File: src/ctb_pkg.sv
package ctb_pkg;

    // operation codes carried in the op field of a request item
    typedef enum logic [2:0] {
        OP_START = 3'd0,
        OP_STOP  = 3'd1,
        OP_RESET = 3'd2,
        OP_QUERY = 3'd3,
        OP_TICK  = 3'd4
    } op_e;

    // how the sequencer treats an accepted item
    typedef enum logic [1:0] {
        KIND_NONE,
        KIND_SINGLE,
        KIND_TICK
    } kind_e;

    typedef enum logic [2:0] {
        ST_IDLE,
        ST_READ,
        ST_EXEC,
        ST_TICK,
        ST_DONE
    } state_e;

    typedef struct packed {
        logic [2:0]  op;
        logic [3:0]  timer_index;
        logic [31:0] timeout_value;
    } req_t;

    typedef struct packed {
        logic [31:0] count_value;
        logic        expired;
    } rsp_t;

    // sequencer strobes toward the datapath
    typedef struct packed {
        logic ready;
        logic rd_single;
        logic exec;
        logic tick_rd;
        logic done;
    } ctl_t;

endpackage

File: src/ctb_ram.sv
module ctb_ram #(
    parameter int WIDTH = 32,
    parameter int DEPTH = 16
) (
    input  logic                     clk,
    input  logic                     we,
    input  logic [$clog2(DEPTH)-1:0] waddr,
    input  logic [WIDTH-1:0]         wdata,
    input  logic                     re,
    input  logic [$clog2(DEPTH)-1:0] raddr,
    output logic [WIDTH-1:0]         rdata
);

    logic [WIDTH-1:0] mem [DEPTH];
    logic [WIDTH-1:0] rdata_reg;

    always_ff @(posedge clk)
    begin
        if (we)
        begin
            mem[waddr] <= wdata;
        end
        if (re)
        begin
            rdata_reg <= mem[raddr];
        end
    end

    assign rdata = rdata_reg;

endmodule

File: src/ctb_ctrl.sv
module ctb_ctrl #(
    parameter int NUM_TIMERS = 16
) (
    input  logic                 clk,
    input  logic                 rst_n,
    input  logic                 accept,
    input  ctb_pkg::kind_e       kind,
    input  logic                 out_free,
    output ctb_pkg::ctl_t        ctl,
    output logic [((NUM_TIMERS > 1) ? $clog2(NUM_TIMERS) : 1)-1:0] tick_addr
);

    import ctb_pkg::*;

    localparam int IDX_W = (NUM_TIMERS > 1) ? $clog2(NUM_TIMERS) : 1;
    localparam int CNT_W = $clog2(NUM_TIMERS + 1);

    state_e           state_reg, state_next;
    logic [CNT_W-1:0] cnt_reg, cnt_next;

    always_ff @(posedge clk or negedge rst_n)
    begin
        if (!rst_n)
        begin
            state_reg <= ST_IDLE;
            cnt_reg   <= '0;
        end
        else
        begin
            state_reg <= state_next;
            cnt_reg   <= cnt_next;
        end
    end

    always_comb
    begin
        state_next = state_reg;
        cnt_next   = cnt_reg;
        ctl        = '0;
        unique case (state_reg)
            ST_IDLE:
            begin
                ctl.ready = 1'b1;
                if (accept)
                begin
                    cnt_next = '0;
                    unique case (kind)
                        KIND_SINGLE: state_next = ST_READ;
                        KIND_TICK:   state_next = ST_TICK;
                        default:     state_next = ST_DONE;
                    endcase
                end
            end
            ST_READ:
            begin
                ctl.rd_single = 1'b1;
                state_next    = ST_EXEC;
            end
            ST_EXEC:
            begin
                ctl.exec   = 1'b1;
                state_next = ST_DONE;
            end
            ST_TICK:
            begin
                // read entry cnt while the previous entry is written back
                if (cnt_reg == CNT_W'(NUM_TIMERS))
                begin
                    state_next = ST_DONE;
                end
                else
                begin
                    ctl.tick_rd = 1'b1;
                    cnt_next    = cnt_reg + CNT_W'(1);
                end
            end
            ST_DONE:
            begin
                ctl.done = 1'b1;
                if (out_free)
                begin
                    state_next = ST_IDLE;
                end
            end
            default:
            begin
                state_next = ST_IDLE;
            end
        endcase
    end

    assign tick_addr = cnt_reg[IDX_W-1:0];

endmodule

File: src/countdown_timer_bank.sv
// countdown_timer_bank: NUM_TIMERS down-counting timers sharing one decrement path
// start/stop/reset/query: ram read, update, then the result waits until the output slot is free
// tick: a sweep of every entry, one ram read and at most one write-back per cycle, overlapped
// unused op codes and indexes past the bank: no ram access, straight to the result
// one item in work at a time; a new item is taken while a result waits
// reset: all timers halted, counts read as zero through per-entry valid bits, no clearing pass
module countdown_timer_bank #(
    parameter int NUM_TIMERS  = 16,
    parameter int COUNT_WIDTH = 32
) (
    input  logic          clk,
    input  logic          rst_n,
    input  logic          req_valid,
    output logic          req_ready,
    input  ctb_pkg::req_t req,
    output logic          rsp_valid,
    input  logic          rsp_ready,
    output ctb_pkg::rsp_t rsp
);

    import ctb_pkg::*;

    localparam int IDX_W = (NUM_TIMERS > 1) ? $clog2(NUM_TIMERS) : 1;

    // request capture and sequencer
    req_t                   req_reg;
    kind_e                  kind;
    ctl_t                   ctl;
    logic [IDX_W-1:0]       tick_addr;
    logic                   accept;
    logic                   out_free;

    // count store ram and its side state
    logic                   ram_we;
    logic [IDX_W-1:0]       ram_waddr;
    logic [COUNT_WIDTH-1:0] ram_wdata;
    logic                   ram_re;
    logic [IDX_W-1:0]       ram_raddr;
    logic [COUNT_WIDTH-1:0] ram_q;
    logic [IDX_W-1:0]       rd_idx_reg;
    logic                   tick_wb_reg;
    logic [NUM_TIMERS-1:0]  valid_reg;
    logic [NUM_TIMERS-1:0]  halted_reg;

    // shared update unit
    logic [COUNT_WIDTH-1:0] rd_cnt;
    logic                   rd_halted;
    logic [COUNT_WIDTH-1:0] new_cnt;
    logic                   new_halted;
    logic                   halted_we;
    logic [COUNT_WIDTH-1:0] dec_cnt;
    logic [COUNT_WIDTH-1:0] timeout_cnt;

    // result path
    rsp_t                   res_reg;
    rsp_t                   rsp_reg;
    logic                   rsp_valid_reg;

    assign req_ready = ctl.ready;
    assign accept    = req_valid && req_ready;
    assign out_free  = !rsp_valid_reg || rsp_ready;

    // classify the incoming item; unused codes and indexes past the bank do nothing
    always_comb
    begin
        if (req.op == OP_TICK)
        begin
            kind = KIND_TICK;
        end
        else if ((req.op == OP_START || req.op == OP_STOP || req.op == OP_RESET ||
                  req.op == OP_QUERY) && (32'(req.timer_index) < 32'(NUM_TIMERS)))
        begin
            kind = KIND_SINGLE;
        end
        else
        begin
            kind = KIND_NONE;
        end
    end

    ctb_ctrl #(
        .NUM_TIMERS (NUM_TIMERS)
    ) u_ctrl (
        .clk       (clk),
        .rst_n     (rst_n),
        .accept    (accept),
        .kind      (kind),
        .out_free  (out_free),
        .ctl       (ctl),
        .tick_addr (tick_addr)
    );

    always_ff @(posedge clk)
    begin
        if (accept)
        begin
            req_reg <= req;
        end
    end

    // ram read: the addressed timer for a single op, the sweep pointer for a tick
    assign ram_re    = ctl.rd_single || ctl.tick_rd;
    assign ram_raddr = ctl.tick_rd ? tick_addr : IDX_W'(req_reg.timer_index);

    ctb_ram #(
        .WIDTH (COUNT_WIDTH),
        .DEPTH (NUM_TIMERS)
    ) u_count_ram (
        .clk   (clk),
        .we    (ram_we),
        .waddr (ram_waddr),
        .wdata (ram_wdata),
        .re    (ram_re),
        .raddr (ram_raddr),
        .rdata (ram_q)
    );

    always_ff @(posedge clk)
    begin
        if (ram_re)
        begin
            rd_idx_reg <= ram_raddr;
        end
    end

    always_ff @(posedge clk or negedge rst_n)
    begin
        if (!rst_n)
        begin
            tick_wb_reg <= 1'b0;
        end
        else
        begin
            tick_wb_reg <= ctl.tick_rd;
        end
    end

    // never-written entries read as zero
    assign rd_cnt      = valid_reg[rd_idx_reg] ? ram_q : '0;
    assign rd_halted   = halted_reg[rd_idx_reg];
    assign dec_cnt     = rd_cnt - COUNT_WIDTH'(1);
    assign timeout_cnt = req_reg.timeout_value[COUNT_WIDTH-1:0];

    always_comb
    begin
        ram_we     = 1'b0;
        ram_waddr  = rd_idx_reg;
        ram_wdata  = rd_cnt;
        new_cnt    = rd_cnt;
        new_halted = rd_halted;
        halted_we  = 1'b0;
        if (ctl.exec)
        begin
            unique case (req_reg.op)
                OP_START:
                begin
                    ram_we     = 1'b1;
                    ram_wdata  = timeout_cnt;
                    new_cnt    = timeout_cnt;
                    new_halted = (timeout_cnt == '0);
                    halted_we  = 1'b1;
                end
                OP_STOP:
                begin
                    new_halted = 1'b1;
                    halted_we  = 1'b1;
                end
                OP_RESET:
                begin
                    ram_we     = 1'b1;
                    ram_wdata  = '0;
                    new_cnt    = '0;
                    new_halted = 1'b1;
                    halted_we  = 1'b1;
                end
                default:
                begin
                    // query reads only
                end
            endcase
        end
        else if (tick_wb_reg && !rd_halted)
        begin
            // running timer: count down, halt on reaching zero
            ram_we    = 1'b1;
            ram_wdata = dec_cnt;
            new_cnt   = dec_cnt;
            if (dec_cnt == '0)
            begin
                new_halted = 1'b1;
                halted_we  = 1'b1;
            end
        end
    end

    always_ff @(posedge clk or negedge rst_n)
    begin
        if (!rst_n)
        begin
            valid_reg  <= '0;
            halted_reg <= '1;
        end
        else
        begin
            if (ram_we)
            begin
                valid_reg[ram_waddr] <= 1'b1;
            end
            if (halted_we)
            begin
                halted_reg[rd_idx_reg] <= new_halted;
            end
        end
    end

    // result: zero unless a single op on a timer in the bank fills it in
    always_ff @(posedge clk)
    begin
        if (accept)
        begin
            res_reg <= '0;
        end
        else if (ctl.exec)
        begin
            res_reg.count_value <= 32'(new_cnt);
            res_reg.expired     <= new_halted && (new_cnt == '0);
        end
    end

    // output register, loaded when the sequencer finishes and the slot is free
    always_ff @(posedge clk or negedge rst_n)
    begin
        if (!rst_n)
        begin
            rsp_valid_reg <= 1'b0;
        end
        else if (ctl.done && out_free)
        begin
            rsp_valid_reg <= 1'b1;
        end
        else if (rsp_ready)
        begin
            rsp_valid_reg <= 1'b0;
        end
    end

    always_ff @(posedge clk)
    begin
        if (ctl.done && out_free)
        begin
            rsp_reg <= res_reg;
        end
    end

    assign rsp_valid = rsp_valid_reg;
    assign rsp       = rsp_reg;

    // checks
    a_no_rw_clash: assert property (@(posedge clk) disable iff (!rst_n)
        ram_we && ram_re |-> ram_waddr != ram_raddr)
        else $error("count ram read and write hit the same entry");

    a_idle_no_write: assert property (@(posedge clk) disable iff (!rst_n)
        req_ready |-> !ram_we && !halted_we)
        else $error("timer state written while idle");

    a_busy_after_accept: assert property (@(posedge clk) disable iff (!rst_n)
        req_valid && req_ready |=> !req_ready)
        else $error("item accepted while the previous one is still in work");

    a_rsp_from_done: assert property (@(posedge clk) disable iff (!rst_n)
        $rose(rsp_valid) |-> $past(ctl.done))
        else $error("result raised without a finished item");

endmodule

File: config.mk
export PLATFORM = sky130hd
export DESIGN_NAME = countdown_timer_bank
export DESIGN_NICKNAME = d
export VERILOG_FILES = /design/src/ctb_pkg.sv /design/src/ctb_ram.sv /design/src/ctb_ctrl.sv /design/src/countdown_timer_bank.sv
export SDC_FILE = /design/constraint.sdc
export NUM_CORES = 1
export LEC_CHECK = 0
export BUFFER_PORTS_ARGS = -buffer_cell sky130_fd_sc_hd__buf_2
export CORE_MARGIN = 2
export CORE_UTILIZATION = 45
export DETAILED_ROUTE_END_ITERATION = 10
export GPL_TIMING_DRIVEN = 0
export PLACE_DENSITY = 0.69
export SETUP_SLACK_MARGIN = 0.3
export SYNTH_ARGS = -nofsm -noshare
export SYNTH_HDL_FRONTEND = slang
export SYNTH_SLANG_ARGS = --single-unit
File: constraint.sdc
create_clock -name clk -period 5.4 [get_ports clk]
set_input_delay 1.08 -clock clk [delete_from_list [all_inputs] [get_ports clk]]
set_output_delay 1.08 -clock clk [all_outputs]
set_load 0.005 [all_outputs]
==> out/metrics.yaml <==
avgViaCountPerCell: 5.91
layout_commonest_cell: "edfxtp_1"
die_h_microns: 256
gr-usage-all-layers_pct: 25.1
power_frac_seq_pct: 42.5
final_cells: 3399
p_int_w: 0.0121
final_cell_mix: "edfxtp_1, nand2_1, nand3_1"
dieArea_sq_um: 65600
crit_path_cell_trace: "buf_4 > buf_12 > buf_12 > mux2i_2 > a22oi_2 > nand3b_1 > nand2_1 > buf_6 > buf_8 > nand2_2 > ha_1 > buf_6 > nor3b_4 > o31a_1 > o32a_1 > a211oi_1 > and4_1 > nand4_1 > o21ai_4 > nand3_4 > nor2_2 > mux2_2"
power.density_nw_per_um2: 577
comb_power_share_pct: 32.6
antenna_found_initial: 3
status: "finished, final reports clean"
synth_seq_cells: 695
cts_tree: "built"
grt_pass1_wl_microns: 124000
synth_nets: 2339
fin_crit_sh_pct: 92.4
drt_iter0_drc: 2484
area.growth.synth_to_final_pct: 16.6
ctsRootBufferMaster: "clkbuf_16"
drv_cap: 0
relSlewSlack_pct: 6.31
synth_cell_types: 77
dp_cells: 3256
die_w_microns: 256
drt_wl_total_microns: 83500
gr-total-overflow: 0
ant_nets: 0
synth.avg_cell_area_sq_um: 12.5
netlist_instances: 2292
finish.utilization_pct: 52.9
grt_pass1_vias: 19800
fin_setup_tns_ns: 0
numPortBuffers: 77
cts_buffer_depth: 3
ys_seq_area_share_pct: 71.2
drt-pass1-iter-count: 6
grt_max_degree: 43
cts_buffers: 72
rrSetupSlack_ns: 0.41
finalWeightedCongestion: 0.944
clkPwrFrac_pct: 25.0
hold_ws_ns: 0.416
critPathSlowestCell: "edfxtp_1"
avgRoutedWirePerCell_microns: 24.6
clk_pin_slew_ns: 0.06
worstMarginPinSlew_ns: 1.39
vias: 20100
drive_gt1_share_pct: 14.4
core_sq_um: 63000
ir_worst_vdd_mv: 0.324
switching_share_pct: 36.9
cts_sinks: 695
cp-start-kind: "flip-flop"
path_class: "flip-flop to flip-flop"
hp-class: "flip-flop to flip-flop"
antennaDiodeCount: 0
path_max_fanout: 10
cpPeakStageDelay_ns: 0.37
power_switching_w: 0.00709
largest_reg_flops: 512
synthArstFlopShare_pct: 6.04
worst_path_dominant_cell_family: "simple AND/OR/NAND/NOR gates"
drv_slew: 0
finalPower_w: 0.0192
fmax_mhz: 200
dominantRegCellSynth: "edfxtp_1"
setup_viol: 0
clk_latency_ns: 0.64
fp-row-count: 92
rsz0062_at_grt: "yes"
num_io_pins: 78
finalHoldViolCount: 0
fin_worst_skew_ns: 0.0356
synth.yosys.warnings: 0
nFillCells: 5230
synth_edf_count: 620
htreeDepth: 3
min_period_ns: 4.99
crit_buf_inv: 6
crit_required_ns: 5.95
cts_hold_buffers: 0
nets: 2548
netlist_area_sq_um: 28600
worst_setup_path_end_kind: "flip-flop"
drcViolationCount: 0
start_util_pct: 45.4
power.leakage_nw: 11.6
worstPathArrival_ns: 5.54
dp_hpwl_microns: 58700
[layout make-up]
| type | count | area (sq um) | area share (%) |
|---|---|---|---|
| buffer | 155 | 659 | 1.98 |
| clock buffer | 91 | 1890 | 5.68 |
| clock inverter | 35 | 373 | 1.12 |
| inverter | 11 | 41.3 | 0.124 |
| multi-input combinational | 1431 | 7880 | 23.6 |
| sequential | 695 | 20300 | 61.1 |
| tap | 846 | 1060 | 3.18 |
| timing repair buffer | 135 | 1080 | 3.24 |
[what timing repair did]
item,CTS,global route
setup buffers,8,6
setup endpoints to repair,208,57
cloned,0,0
resized for setup,19,33
pin swaps,6,10
[final timing paths]
check                        startpoint        endpoint  depth (start not counted)
setup / recovery           ram_waddr[1]  halted_reg[14]                         22
hold / removal              res_reg[20]         rsp[20]                          0
setup reg to reg           ram_waddr[1]  halted_reg[14]                         22
hold reg to reg             res_reg[20]         rsp[20]                          0
max in group asynchronous         rst_n    valid_reg[1]                          1
min in group asynchronous         rst_n       rsp_valid                          1
[routing by layer]
| layer | wire (microns) | vias to the layer above | track usage [%] |
|---|---|---|---|
| li1 | - | 8934 | - |
| met5 | 13 | - | 0 |
| met2 | 40200 | 1013 | 41.9 |
| met4 | 2660 | 2 | 8.63 |
| met1 | 33700 | 9971 | 33.5 |
| met3 | 6940 | 168 | 4.16 |
[cells by family (layout without fill, tap and decap cells)]
kind of cell    after synthesis  in the layout  share of synthesized area (%)
fa+ha+maj                     4              4                          0.175
mux                          39             39                           1.52
xor+xnor                     18             18                          0.552
flops                       695            695                           71.2
simple gates               1094           1094                           17.3
buf+inv                     166            427                           2.30
compound gates              276            276                           7.00
[Yosys cell counts, types with 10 or more instances]
cell	instances	area [sq um]
a311oi_1	64	561
nand4_1	12	75.1
edfxtp_1	620	18600
nand2b_1	10	62.6
nand3_1	270	1350
a21oi_1	42	210
a222oi_1	10	100
a22oi_1	26	195
nor3_1	22	110
buf_1	10	37.5
mux2i_1	22	220
dfrtp_1	26	651
nand2_1	572	2150
mux2_2	13	146
dfstp_2	16	420
buf_2	13	65.1
a31oi_1	36	225
dfxtp_1	33	661
inv_1	10	37.5
and3_1	35	219
clkbuf_1	129	484
o211ai_1	13	97.6
or2_2	19	119
nor2_1	79	297
nor4_1	21	131
o21ai_0	35	175
[power groups by stage]
stage / sequential [W] / combinational (W) / clock (W)
2_1_floorplan: 0.00809 / 0.00324 / 0
3_3_place_gp: 0.00832 / 0.00538 / 0
3_5_place_dp: 0.00827 / 0.00580 / 0
4_1_cts: 0.00816 / 0.00595 / 0.00486
5_1_grt: 0.00822 / 0.00668 / 0.00506
6_report: 0.00817 / 0.00627 / 0.00480
[metrics by stage]
| step | instance area [sq um] | setup slack (ns) |
|---|---|---|
| final | 33300 | 0.408 |
| after global routing | 33300 | 0.267 |
| after CTS | 33100 | 0.303 |
| after floorplan | 28600 | 1.01 |
| after global placement | 30000 | -1.72 |
| after detailed placement | 30700 | -0.901 |
Power figures use the tool's default switching activity.
